## src/rtl/core/qrd_pkg.sv

```systemverilog
// Shared types and constants for the quad region detector.
package qrd_pkg;

  localparam int NUM_CORNER_REGS = 8;
  localparam int REG_IDX_BITS    = 3;
  localparam int PIX_VAL_BITS    = 8;
  localparam int OUT_TDATA_BITS  = 8;

  localparam logic [PIX_VAL_BITS-1:0] SET_PIXEL = 8'hFF;
  // doubled-area tolerance (real area under 5)
  localparam int DOUBLED_TOL = 10;

  typedef enum logic [REG_IDX_BITS-1:0] {
    REG_TL_X = 3'd0,
    REG_TL_Y = 3'd1,
    REG_TR_X = 3'd2,
    REG_TR_Y = 3'd3,
    REG_BL_X = 3'd4,
    REG_BL_Y = 3'd5,
    REG_BR_X = 3'd6,
    REG_BR_Y = 3'd7
  } cfg_reg_t;

  // status of the item leaving the area pipeline
  typedef struct packed {
    logic valid;
    logic last;
    logic hit;
  } pipe_status_t;

endpackage

```

## src/rtl/core/qrd_out_stage.sv

```systemverilog
// Sticky hit flag and frame result register.
module qrd_out_stage
  import qrd_pkg::*;
(
  input  logic         clk,
  input  logic         rst,
  input  logic         en,
  input  pipe_status_t status,
  input  logic         out_ready,
  output logic         out_valid,
  output logic         out_hit
);

  logic hit_seen;
  logic frame_done;

  assign frame_done = en && status.valid && status.last;

  always_ff @(posedge clk) begin
    if (rst) begin
      hit_seen  <= 1'b0;
      out_valid <= 1'b0;
    end else begin
      out_valid <= frame_done || (out_valid && !out_ready);
      if (en && status.valid) begin
        if (status.last) begin
          hit_seen <= 1'b0;
        end else begin
          hit_seen <= hit_seen | status.hit;
        end
      end
    end
  end

  always_ff @(posedge clk) begin
    if (frame_done) begin
      out_hit <= hit_seen | status.hit;
    end
  end

endmodule

```

## config.mk

```make
export PLATFORM = sky130hd
export DESIGN_NAME = qrd_out_stage
export DESIGN_NICKNAME = d
export VERILOG_FILES = /design/src/rtl/core/qrd_pkg.sv /design/src/rtl/core/qrd_out_stage.sv
export SDC_FILE = /design/constraint.sdc
export NUM_CORES = 1
export LEC_CHECK = 0
export BUFFER_PORTS_ARGS = -buffer_cell sky130_fd_sc_hd__buf_2
export CAP_MARGIN = 20
export CELL_PAD_IN_SITES_DETAIL_PLACEMENT = 0
export CELL_PAD_IN_SITES_GLOBAL_PLACEMENT = 1
export CORE_AREA = 10 10 47 49
export CTS_CLUSTER_DIAMETER = 200
export DETAILED_ROUTE_END_ITERATION = 7
export DIE_AREA = 0 0 57 59
export PLACE_DENSITY = 0.42
export SYNTH_ARGS = -nofsm -noshare
export SYNTH_HDL_FRONTEND = slang
export SYNTH_SLANG_ARGS = --single-unit
```

## constraint.sdc

```tcl
create_clock -name clk -period 1.2 [get_ports clk]
set_input_delay 0.24 -clock clk [delete_from_list [all_inputs] [get_ports clk]]
set_output_delay 0.24 -clock clk [all_outputs]
set_load 0.05 [all_outputs]
```

== Word level (Yosys, flattened, before mapping) ==
Index checks and enable logic that the tools add are counted.

* Bits in registers: 3
* Logic and storage cells: 10
* Output and inout bits: 2
* Bits of input ports: 7

* Muxes and demuxes: 1
* Bitwise logic cells: 1
* Reduce and logical (&&, ||, !) cells: 5

{| class="wikitable"
|+ Operators with widths
! cell !! count
|-
| 1-bit logical AND || 3
|-
| 1-bit zero test || 1
|-
| 1-bit logical OR || 1
|-
| 1-bit two-way mux || 1
|-
| 1-bit OR || 1
|}

== Depth between registers and ports, before layout ==
* Word-level depth: 3
* Mapped depth: 3
* Depth with buffers taken out: 3

== Worst setup path after synthesis ==
No wires, ideal clock.

* Path kind: flip-flop to flip-flop
* Start: register out_valid
* End: register out_valid
* Arrival: 831 ps
* Data required time: 1130 ps
* Library setup time: 70 ps
* Period minus slack after synthesis: 900 ps
* Cell stages (with the launch flop): 3
* Path slack: 300 ps
* Cell sequence: dfxtp_1 -> nand2b_1 -> a21oi_1

* Cells in the longest elaborated chain, start to end: 2

{| class="wikitable"
|+ Ends and longest elaborated chain
! what !! line !! text
|-
| start: declaration || qrd_out_stage.sv:10 || <nowiki>output logic out_valid,</nowiki>
|-
| start signal: assignment || qrd_out_stage.sv:24 || <nowiki>out_valid <= frame_done || (out_valid && !out_ready);</nowiki>
|-
| 1-bit logical AND || qrd_out_stage.sv:24 ||
|-
| 1-bit logical OR || qrd_out_stage.sv:24 ||
|}

No other way between the ends.
A chain may end at the register's enable or synchronous reset.

== Worst setup path in the final report ==
* Start: register out_valid
* End: output out_valid

No word-level cell between the ends.

==> results.sh <==
export IMPL_run_status="complete, no violations"
export IMPL_cts_tree="done"
export IMPL_yosysUniqueCellTypes=9
export IMPL_slew_headroom_pct=83.3
export IMPL_cp_top_family="flip-flops"
export IMPL_skew_ns=0.0000573
export IMPL_grt_max_degree=3
export IMPL_clock_fmax_ghz=0.943
export IMPL_cts_sinks=3
export IMPL_post_cts_setup_buffers=0
export IMPL_grt_pass1_vias=116
export IMPL_power_density_nw_per_um2=1570
export IMPL_ant_nets=0
export IMPL_start_util_pct=8.39
export IMPL_grt_antenna_before_repair=0
export IMPL_path_class="reg2out"
export IMPL_die_h_um=59
export IMPL_drive_gt1_share_pct=68.2
export IMPL_max_clock_path_buffers=2
export IMPL_root_buffer="clkbuf_4"
export IMPL_whs_path_depth=2
export IMPL_max_slew_worst_pin_slew_ns=0.252
export IMPL_synth_top_area_share_pct=34.0
export IMPL_io_buffers=8
export IMPL_post_route_util_pct=14.6
export IMPL_via_per_inst=3.05
export IMPL_vdd_drop_max_v=0.000319
export IMPL_stdcell_count=38
export IMPL_num_io_pins=9
export IMPL_required_ns=0.96
export IMPL_critPathLaunch="out_valid"
export IMPL_hp_start="rst"
export IMPL_fillers=166
export IMPL_yosysWarnings=0
export IMPL_synth_area_leaders="dfxtp_1 34%, edfxtp_1 26%, nand3_2 8.5%, nor3_2 8.5%, a31oi_1 5.3%"
export IMPL_cts_made_buffers=3
export IMPL_hold_ws_ns=0.192
export IMPL_drcViolationCount=0
export IMPL_yosys_area_top_type="dfxtp_1"
export IMPL_rsz0062_at_grt="false"
export IMPL_crit_path_start_kind="flop"
export IMPL_grt_pass1_wl_um=558
export IMPL_fin_crit_ns=1.06
export IMPL_post_route_period_util_pct=88.4
export IMPL_synth_compound_area_share_pct=9.57
export IMPL_path_depth=1
export IMPL_grt_overflow=0
export IMPL_postCtsHoldBufs=0
export IMPL_die_w_um=57
export IMPL_p_leak_nw=0.0928
export IMPL_syn_inst=10
export IMPL_rrSetupSlack_ns=0.37
export IMPL_synth_top_family_by_area="simple AND/OR/NAND/NOR gates"
export IMPL_area_growth_pct=73.4
export IMPL_setup_violations=0
export IMPL_num_rows=14
export IMPL_nets=30
export IMPL_avgSynthCellArea_um2=11.8
export IMPL_clock_latency_ns=0.23
export IMPL_dp_cells=34
export IMPL_ctsResizeCount=0
export IMPL_first_iter_violations=4
export IMPL_clk_pin_slew_worst_paths_ns=0.04
export IMPL_die_area_um2=3360
export IMPL_drt_pass1_iter_count=2
export IMPL_hold_viol_final=0
export IMPL_syn_num_nets=17
export IMPL_critical_path_slowest_cell="dfxtp_1"
export IMPL_hold_class="in2reg"
export IMPL_place_congestion=0.677
export IMPL_avgRoutedWirePerCell_um=9.18
export IMPL_r2r_start="hit_seen"
export IMPL_r2r_end="out_hit"
export IMPL_cap_violations=0
export IMPL_htreeDepth=1
export IMPL_crit_fanout=2
export IMPL_slowest_delay_ns=0.32
export IMPL_synth_seq_cells=3
export IMPL_grtUsageTotal_pct=2.55
export IMPL_synth_simple_area_share_pct=27.7
export IMPL_critPathBufInv=1
export IMPL_cp_cell_sequence="buf_2"
export IMPL_num_antenna_cells=0
export IMPL_synthXorXnorAreaFrac_pct=0
export IMPL_ff2ff_path_depth=1
export IMPL_cp_end_kind="output pin"
export IMPL_critical_path_arrival_ns=0.82
export IMPL_core_um2=1400
export IMPL_synth_fa_ha_area_share_pct=0
export IMPL_min_delay_worst_endpoint="hit_seen"
export IMPL_setup_tns_ns=0
export IMPL_wl_um=349
export IMPL_synth_area_um2=118
export IMPL_muxShareOfSynthArea_pct=0
export IMPL_slew_viol_final=0
export IMPL_synth_seq_area_share_pct=59.6
export IMPL_vias=116
[flip-flops by register name, summed over array words and instances, names as in the netlist]
name       cells
out_hit        1
hit_seen       1
out_valid      1
[cell type report]
| class | instances | area (um2) | area share (%) |
|---|---|---|---|
| well taps | 16 | 20.0 | 9.82 |
| clock buffers | 4 | 26.3 | 12.9 |
| inverters | 1 | 3.75 | 1.84 |
| multi-input cells | 6 | 43.8 | 21.5 |
| repair buffers | 8 | 40.0 | 19.6 |
| flip-flops and latches | 3 | 70.1 | 34.4 |
[per-stage QoR]
step	setup WS, ns	instance area, um2	total power [mW]
CTS	0.126	204	0.331
global route	0.111	204	0.344
finish	0.139	204	0.321
floorplan	0.300	118	0.129
global placement	0.339	178	0.144
detailed placement	0.336	178	0.145
[cell usage after synthesis]
library cell,instances
a31oi_1,1
or2_2,1
dfxtp_1,2
nand3_2,1
inv_2,1
nand2b_1,1
a21oi_1,1
edfxtp_1,1
nor3_2,1
[worst max-delay path by stage]
stage	end	slack, ns
finish	out_valid	0.14
global route	out_valid	0.11
CTS	out_valid	0.13
detailed placement	out_hit	0.34
global placement	out_hit	0.34
floorplan	out_valid	0.30
[where the power goes]
group,leakage [nW],internal [mW],total [mW],switching (mW)
Sequential,0.0255,0.110,0.111,0.00154
Combinational,0.0523,0.0135,0.0320,0.0185
Clock,0.0150,0.125,0.177,0.0525
[layer usage]
metal	up-vias	part of all wire (%)	track usage, %
met2	11	20	1.24
li1	58	-	-
met1	47	49	2.49
met3	0	30	5.15
met4	0	0	2.01
met5	-	0	0
[layout by cell type, fill, tap and decap left out]
cell type  n
edfxtp_1   1
or2_2      1
nand2b_1   1
dfxtp_1    2
a21oi_1    1
inv_2      1
clkbuf_4   3
buf_2      8
a31oi_1    1
nor3_2     1
nand3_2    1
clkbuf_1   1
[cell families (layout without fill, tap and decap cells)]
| family | count (synthesis) | after routing |
|---|---|---|
| compound gates | 2 | 2 |
| buf+inv | 1 | 13 |
| flops | 3 | 3 |
| simple gates | 4 | 4 |
Note: power is estimated with default switching activity, not from simulation.
