[config.mk]
export PLATFORM = sky130hd
export DESIGN_NAME = qrd_cfg_regs
export DESIGN_NICKNAME = d
export VERILOG_FILES = /design/src/rtl/core/qrd_pkg.sv /design/src/rtl/core/qrd_cfg_regs.sv
export SDC_FILE = /design/constraint.sdc
export NUM_CORES = 1
export LEC_CHECK = 0
export BUFFER_PORTS_ARGS = -buffer_cell sky130_fd_sc_hd__clkbuf_2
export CAP_MARGIN = 40
export CORE_UTILIZATION = 48
export CTS_BUF_LIST = sky130_fd_sc_hd__clkbuf_2
export DETAILED_ROUTE_END_ITERATION = 6
export GPL_TIMING_DRIVEN = 0
export PLACE_DENSITY = 0.87
export SLEW_MARGIN = 20
export SYNTH_ARGS = -nofsm -noshare
export SYNTH_HDL_FRONTEND = slang
export SYNTH_SLANG_ARGS = --single-unit
export TNS_END_PERCENT = 10
[constraint.sdc]
create_clock -name clk -period 1.1 [get_ports clk]
set_input_delay 0.11 -clock clk [delete_from_list [all_inputs] [get_ports clk]]
set_output_delay 0.11 -clock clk [all_outputs]
set_load 0.005 [all_outputs]
[src/rtl/core/qrd_pkg.sv]
// Shared types and constants for the quad region detector.
package qrd_pkg;

  localparam int NUM_CORNER_REGS = 8;
  localparam int REG_IDX_BITS    = 3;
  localparam int PIX_VAL_BITS    = 8;
  localparam int OUT_TDATA_BITS  = 8;

  localparam logic [PIX_VAL_BITS-1:0] SET_PIXEL = 8'hFF;
  // doubled-area tolerance (real area under 5)
  localparam int DOUBLED_TOL = 10;

  typedef enum logic [REG_IDX_BITS-1:0] {
    REG_TL_X = 3'd0,
    REG_TL_Y = 3'd1,
    REG_TR_X = 3'd2,
    REG_TR_Y = 3'd3,
    REG_BL_X = 3'd4,
    REG_BL_Y = 3'd5,
    REG_BR_X = 3'd6,
    REG_BR_Y = 3'd7
  } cfg_reg_t;

  // status of the item leaving the area pipeline
  typedef struct packed {
    logic valid;
    logic last;
    logic hit;
  } pipe_status_t;

endpackage

[src/rtl/core/qrd_cfg_regs.sv]
// Corner coordinate register file written through the config channel.
module qrd_cfg_regs
  import qrd_pkg::*;
#(
  parameter int COORD_BITS = 10
) (
  input  logic                    clk,
  input  logic                    rst,
  input  logic                    cfg_valid,
  input  logic [REG_IDX_BITS-1:0] cfg_index,
  input  logic [COORD_BITS-1:0]   cfg_data,
  output logic [COORD_BITS-1:0]   corners [NUM_CORNER_REGS]
);

  always_ff @(posedge clk) begin
    if (rst) begin
      for (int i = 0; i < NUM_CORNER_REGS; i++) begin
        corners[i] <= '0;
      end
    end else if (cfg_valid) begin
      corners[cfg_index] <= cfg_data;
    end
  end

endmodule

* After elaboration in Yosys (flattened, before gate mapping)
Cells that the tools add are included.
** Operators by class
- Bitwise operators :: 1
- Shift-type cells :: 0
- Add/sub/neg operators :: 0
- Multipliers :: 0
- $lt $le $gt $ge :: 2
- Multiplexer cells :: 3
- Div/mod/pow operators :: 0
- Equal/unequal tests :: 0
- Reductions and logical operators :: 1
** Operator list (count)
- $bwmux W80 :: 1
- $demux W10 S3 :: 1
- $mux W10 :: 1
- $ge A4 B4 Y1 const B :: 1
- $lt A4 B1 Y1 const B :: 1
- $not A3 Y4 :: 1
- $logic_and A1 B1 Y1 :: 1
** Word-level totals
- Memories :: 0
- Flip-flop bits (word level) :: 80
- Bits in latches :: 0
- Word-level logic and storage cells :: 15
- RAM bits :: 0
- ROM bits :: 0
- Bits of input ports :: 16
- Output and inout port bits :: 80

* Depth between registers and ports, before layout
- Depth in word-level cells :: 6
- Mapped depth :: 5
- Gate-level depth less buffers :: 2

* Worst setup path before layout
No wires, ideal clock.
- Kind :: input port to flip-flop
- Start :: input cfg_index[2]
- End :: register corners[74] in the netlist's numbering
- Data arrival time :: 1.004 ns
- Cell stages on the path :: 4
- Setup slack :: -0.033 ns
- Setup time :: 0.129 ns
- Required time :: 0.971 ns
- Cells stage by stage :: buf_4 -> or4b_4 -> buf_6 -> mux2i_1
** Between the ends
- Word-level cells in the longest chain between the ends :: 6
** Ends and longest elaborated chain
- start, declared :: RTL line qrd_cfg_regs.sv:10 : input logic [REG_IDX_BITS-1:0] cfg_index,
- $not A3 Y4 (implied by the code) * :: RTL line qrd_cfg_regs.sv:21 : corners[cfg_index] <= cfg_data;
- $ge A4 B4 Y1 (implied by the code) / $lt A4 B1 Y1 (equally long branches) :: RTL line qrd_cfg_regs.sv:21
- $logic_and A1 B1 Y1 (implied by the code) :: RTL line qrd_cfg_regs.sv:21
- $mux W10 (implied by the code) :: RTL line qrd_cfg_regs.sv:21
- $demux W10 S3 * :: RTL line qrd_cfg_regs.sv:21
- $bwmux W80 * :: RTL line qrd_cfg_regs.sv:21
- end signal, assigned by index :: RTL line qrd_cfg_regs.sv:21
- end, declared :: RTL line qrd_cfg_regs.sv:12 : output logic [COORD_BITS-1:0] corners [NUM_CORNER_REGS]
Every way passes the cells marked *; elsewhere a longest branch is shown, timed or not.
A chain may end at the register's enable or synchronous reset.

* Worst setup path in the final report
- Start :: register corners[2] in the netlist's numbering
- End :: output corners[2] in the netlist's numbering
No word-level cell between the ends.

==> results_dict.tcl <==
set metrics [dict create \
    outcome "finished with violations" \
    violations "design-rule violations, negative hold slack, negative setup slack" \
    setup_viol 19 \
    drv_slew 0 \
    dr_total_vias 2375 \
    yosys.area.top_type "dfxtp_1" \
    largest_reg_flops 80 \
    grt_antenna_before_repair 0 \
    clockBufferDepth 2 \
    hold_viol 5 \
    floorplan.initialDensity_pct 50.38 \
    wl_per_cell_um 16.03 \
    worst-path-buf-inv 1 \
    grt_max_degree 14 \
    dieArea_mm2 0.007073 \
    cpPeakStageDelay_ns 0.39 \
    pwr-share-comb_pct 9.7 \
    hold_ws_ns -0.09003 \
    crit_arrival_ns 1.01 \
    final_cell_area_mm2 0.004134 \
    leakage_nw 2.128 \
    regMostFlops "corners" \
    timing.final.crit_share_pct 101.4 \
    finalWeightedCongestion 0.7841 \
    maxCapViolCount 0 \
    dp_hpwl_um 5292 \
    power.total_w 0.004755 \
    clkSlewWorstSetupHoldPaths_ns 0.22 \
    cts_sinks 80 \
    overflow 0 \
    crit_family "flip-flops" \
    die_w_um 84.10 \
    switching_share_pct 26.69 \
    switching_power_w 0.001269 \
    max_slew.worst_pin.slew_ns 0.5502 \
    crit_chain "clkbuf_2" \
    yosysWarnings 0 \
    whs_path_depth 3 \
    first_pass_iters 6 \
    synth_area_leaders "dfxtp_1 49%, mux2i_1 25%, nand2b_1 17%, clkbuf_1 1.6%, buf_2 1.1%" \
    ys_types 15 \
    routed_wirelength_um 7676 \
    rsz0062_at_grt "true" \
    worstPathRequired_ns 0.99 \
    drc 12 \
    r2r_end "corners[23]" \
    critPathCaptureType "output pin" \
    mostFrequentLayoutCell "nand2b_1" \
    grt_first_pass_wirelength_um 12040 \
    reg2reg_slack_ns 0.38 \
    ant_nets 0 \
    io_pins 96 \
    hold_end "corners[72]" \
    clk_latency_ns 0.50 \
    drt_iter0_markers 99 \
    vias_per_cell 4.958 \
    slowest_stage "dfxtp_2" \
    fp.coreArea_mm2 0.006422 \
    top_regs "corners: 80 flops" \
    postSynthCellCount 293 \
    hold_start "cfg_index[2]" \
    ys_seq_elements 80 \
    finalClockSkew_ns 0 \
    synth.top_cell.area_share_pct 49.50 \
    vdd_drop_max_mv 0.7226 \
    io_buffers 90 \
    seq_power_share_pct 63.4 \
    grt_usage_pct 22.17 \
    place_area_mm2 0.003790 \
    power_density_mw_per_mm2 1150 \
    crit_fanout 2 \
    grt_pass1_vias 2412 \
    cts-htree-levels 3 \
    nets 413 \
    areaGrowthSynthToFinish_pct 27.76 \
    setup_ws_ns -0.01582 \
    cts_buffers 9 \
    fmax_mhz 896.2 \
    p_int_w 0.003486 \
    rows 29 \
    cp-startpoint "corners[2]" \
    pre_cts_ws_ns -0.3786 \
    rr_worst_depth 3 \
    cts-root-buf "clkbuf_2" \
    crit_type "reg2out" \
    antenna_cells 0 \
    ys_seq_area_share_pct 49.50 \
    power_frac_clock_pct 26.9 \
    synth_nets 309 \
    relSlewSlack_pct 63.32 \
    setup_tns_ns -0.1114 \
    min_period_ns 1.116 \
    start_kind "flop" \
    min_path_type "in2reg" \
    avgSynthCellArea_um2 11.04 \
    mostFrequentLayoutCells "90 x nand2b_1, 80 x mux2i_1, 80 x dfxtp_2" \
    netlist_area_mm2 0.003236 \
    timing.rr.start "corners[23]" \
    cts_tree "yes" \
    drive_gt1_share_pct 50.75 \
    fp.dieH_um 84.10 \
]
area by class of cell:
cell class              instances  area (um2)
well taps                      77       96.34
clock inverters                 7       38.79
flip-flops and latches         80        1702
repair buffers                 93       610.6
clock buffers                   9       45.04
fillers                       525        2288
plain buffers                  33       161.4
multi-input cells             180        1480
worst reg2reg max path, cell delays in order, from the launching register on:
cell and delay [ns]:
dfxtp_2 0.37, buf_4 0.12, nand2b_1 0.07, mux2i_1 0.07
logic make-up (layout without fill, tap and decap cells):
kind of cell	after synthesis	after routing	share of synthesized area (%)
buffers and inverters	33	142	4.756
DFF	80	80	49.50
and+or+nand+nor	100	100	21.00
muxes	80	80	24.75
power groups by stage:
stage / Sequential [W] / Clock, W / Combinational [W]
floorplan: 0.00306 / 0 / 0.000269
global placement: 0.00306 / 0 / 0.000425
detailed placement: 0.00306 / 0 / 0.000436
CTS: 0.00301 / 0.00129 / 0.000439
global route: 0.00303 / 0.00142 / 0.000495
finish: 0.00302 / 0.00128 / 0.000460
timing repair:
action / CTS / global route
endpoints found under the hold margin: 5 / 5
gates resized for setup: 73 / 43
endpoints found under the setup margin: 73 / 80
setup buffers: 1 / 2
how the worst max path moves through the flow:
stage	to	depth (start not counted)
final	corners[2]	1
after global routing	corners[25]	1
after CTS	corners[51]	1
after detailed placement	corners[73]	5
after global placement	corners[73]	5
after floorplan	corners[74]	4
through the flow:
| stage | instances | util, % |
|---|---|---|
| 6_report | 479 | 64.37 |
| 5_1_grt | 479 | 64.37 |
| 4_1_cts | 477 | 61.85 |
| 3_5_place_dp | 460 | 59.01 |
| 3_3_place_gp | 460 | 59.01 |
| 2_1_floorplan | 293 | - |
cells in the mapped netlist:
cell        n
nand4bb_1   3
nand4_1     1
nand4b_1    3
mux2i_1    80
clkbuf_1   14
nor4b_4     1
buf_4       1
buf_1       7
and4bb_2    1
dfxtp_1    80
buf_6       2
clkbuf_2    2
or4b_4      1
nand2b_1   90
buf_2       7
per-layer routing:
metal / vias to the layer above / routed length, um / global-route usage, %
met1: 1108 / 3376 / 27.13
met2: 86 / 3572 / 35.62
met3: 14 / 607 / 7.913
met5: - / 0 / 0
met4: 0 / 119 / 8.934
li1: 1167 / - / -
(Power assumes the default switching activity.)
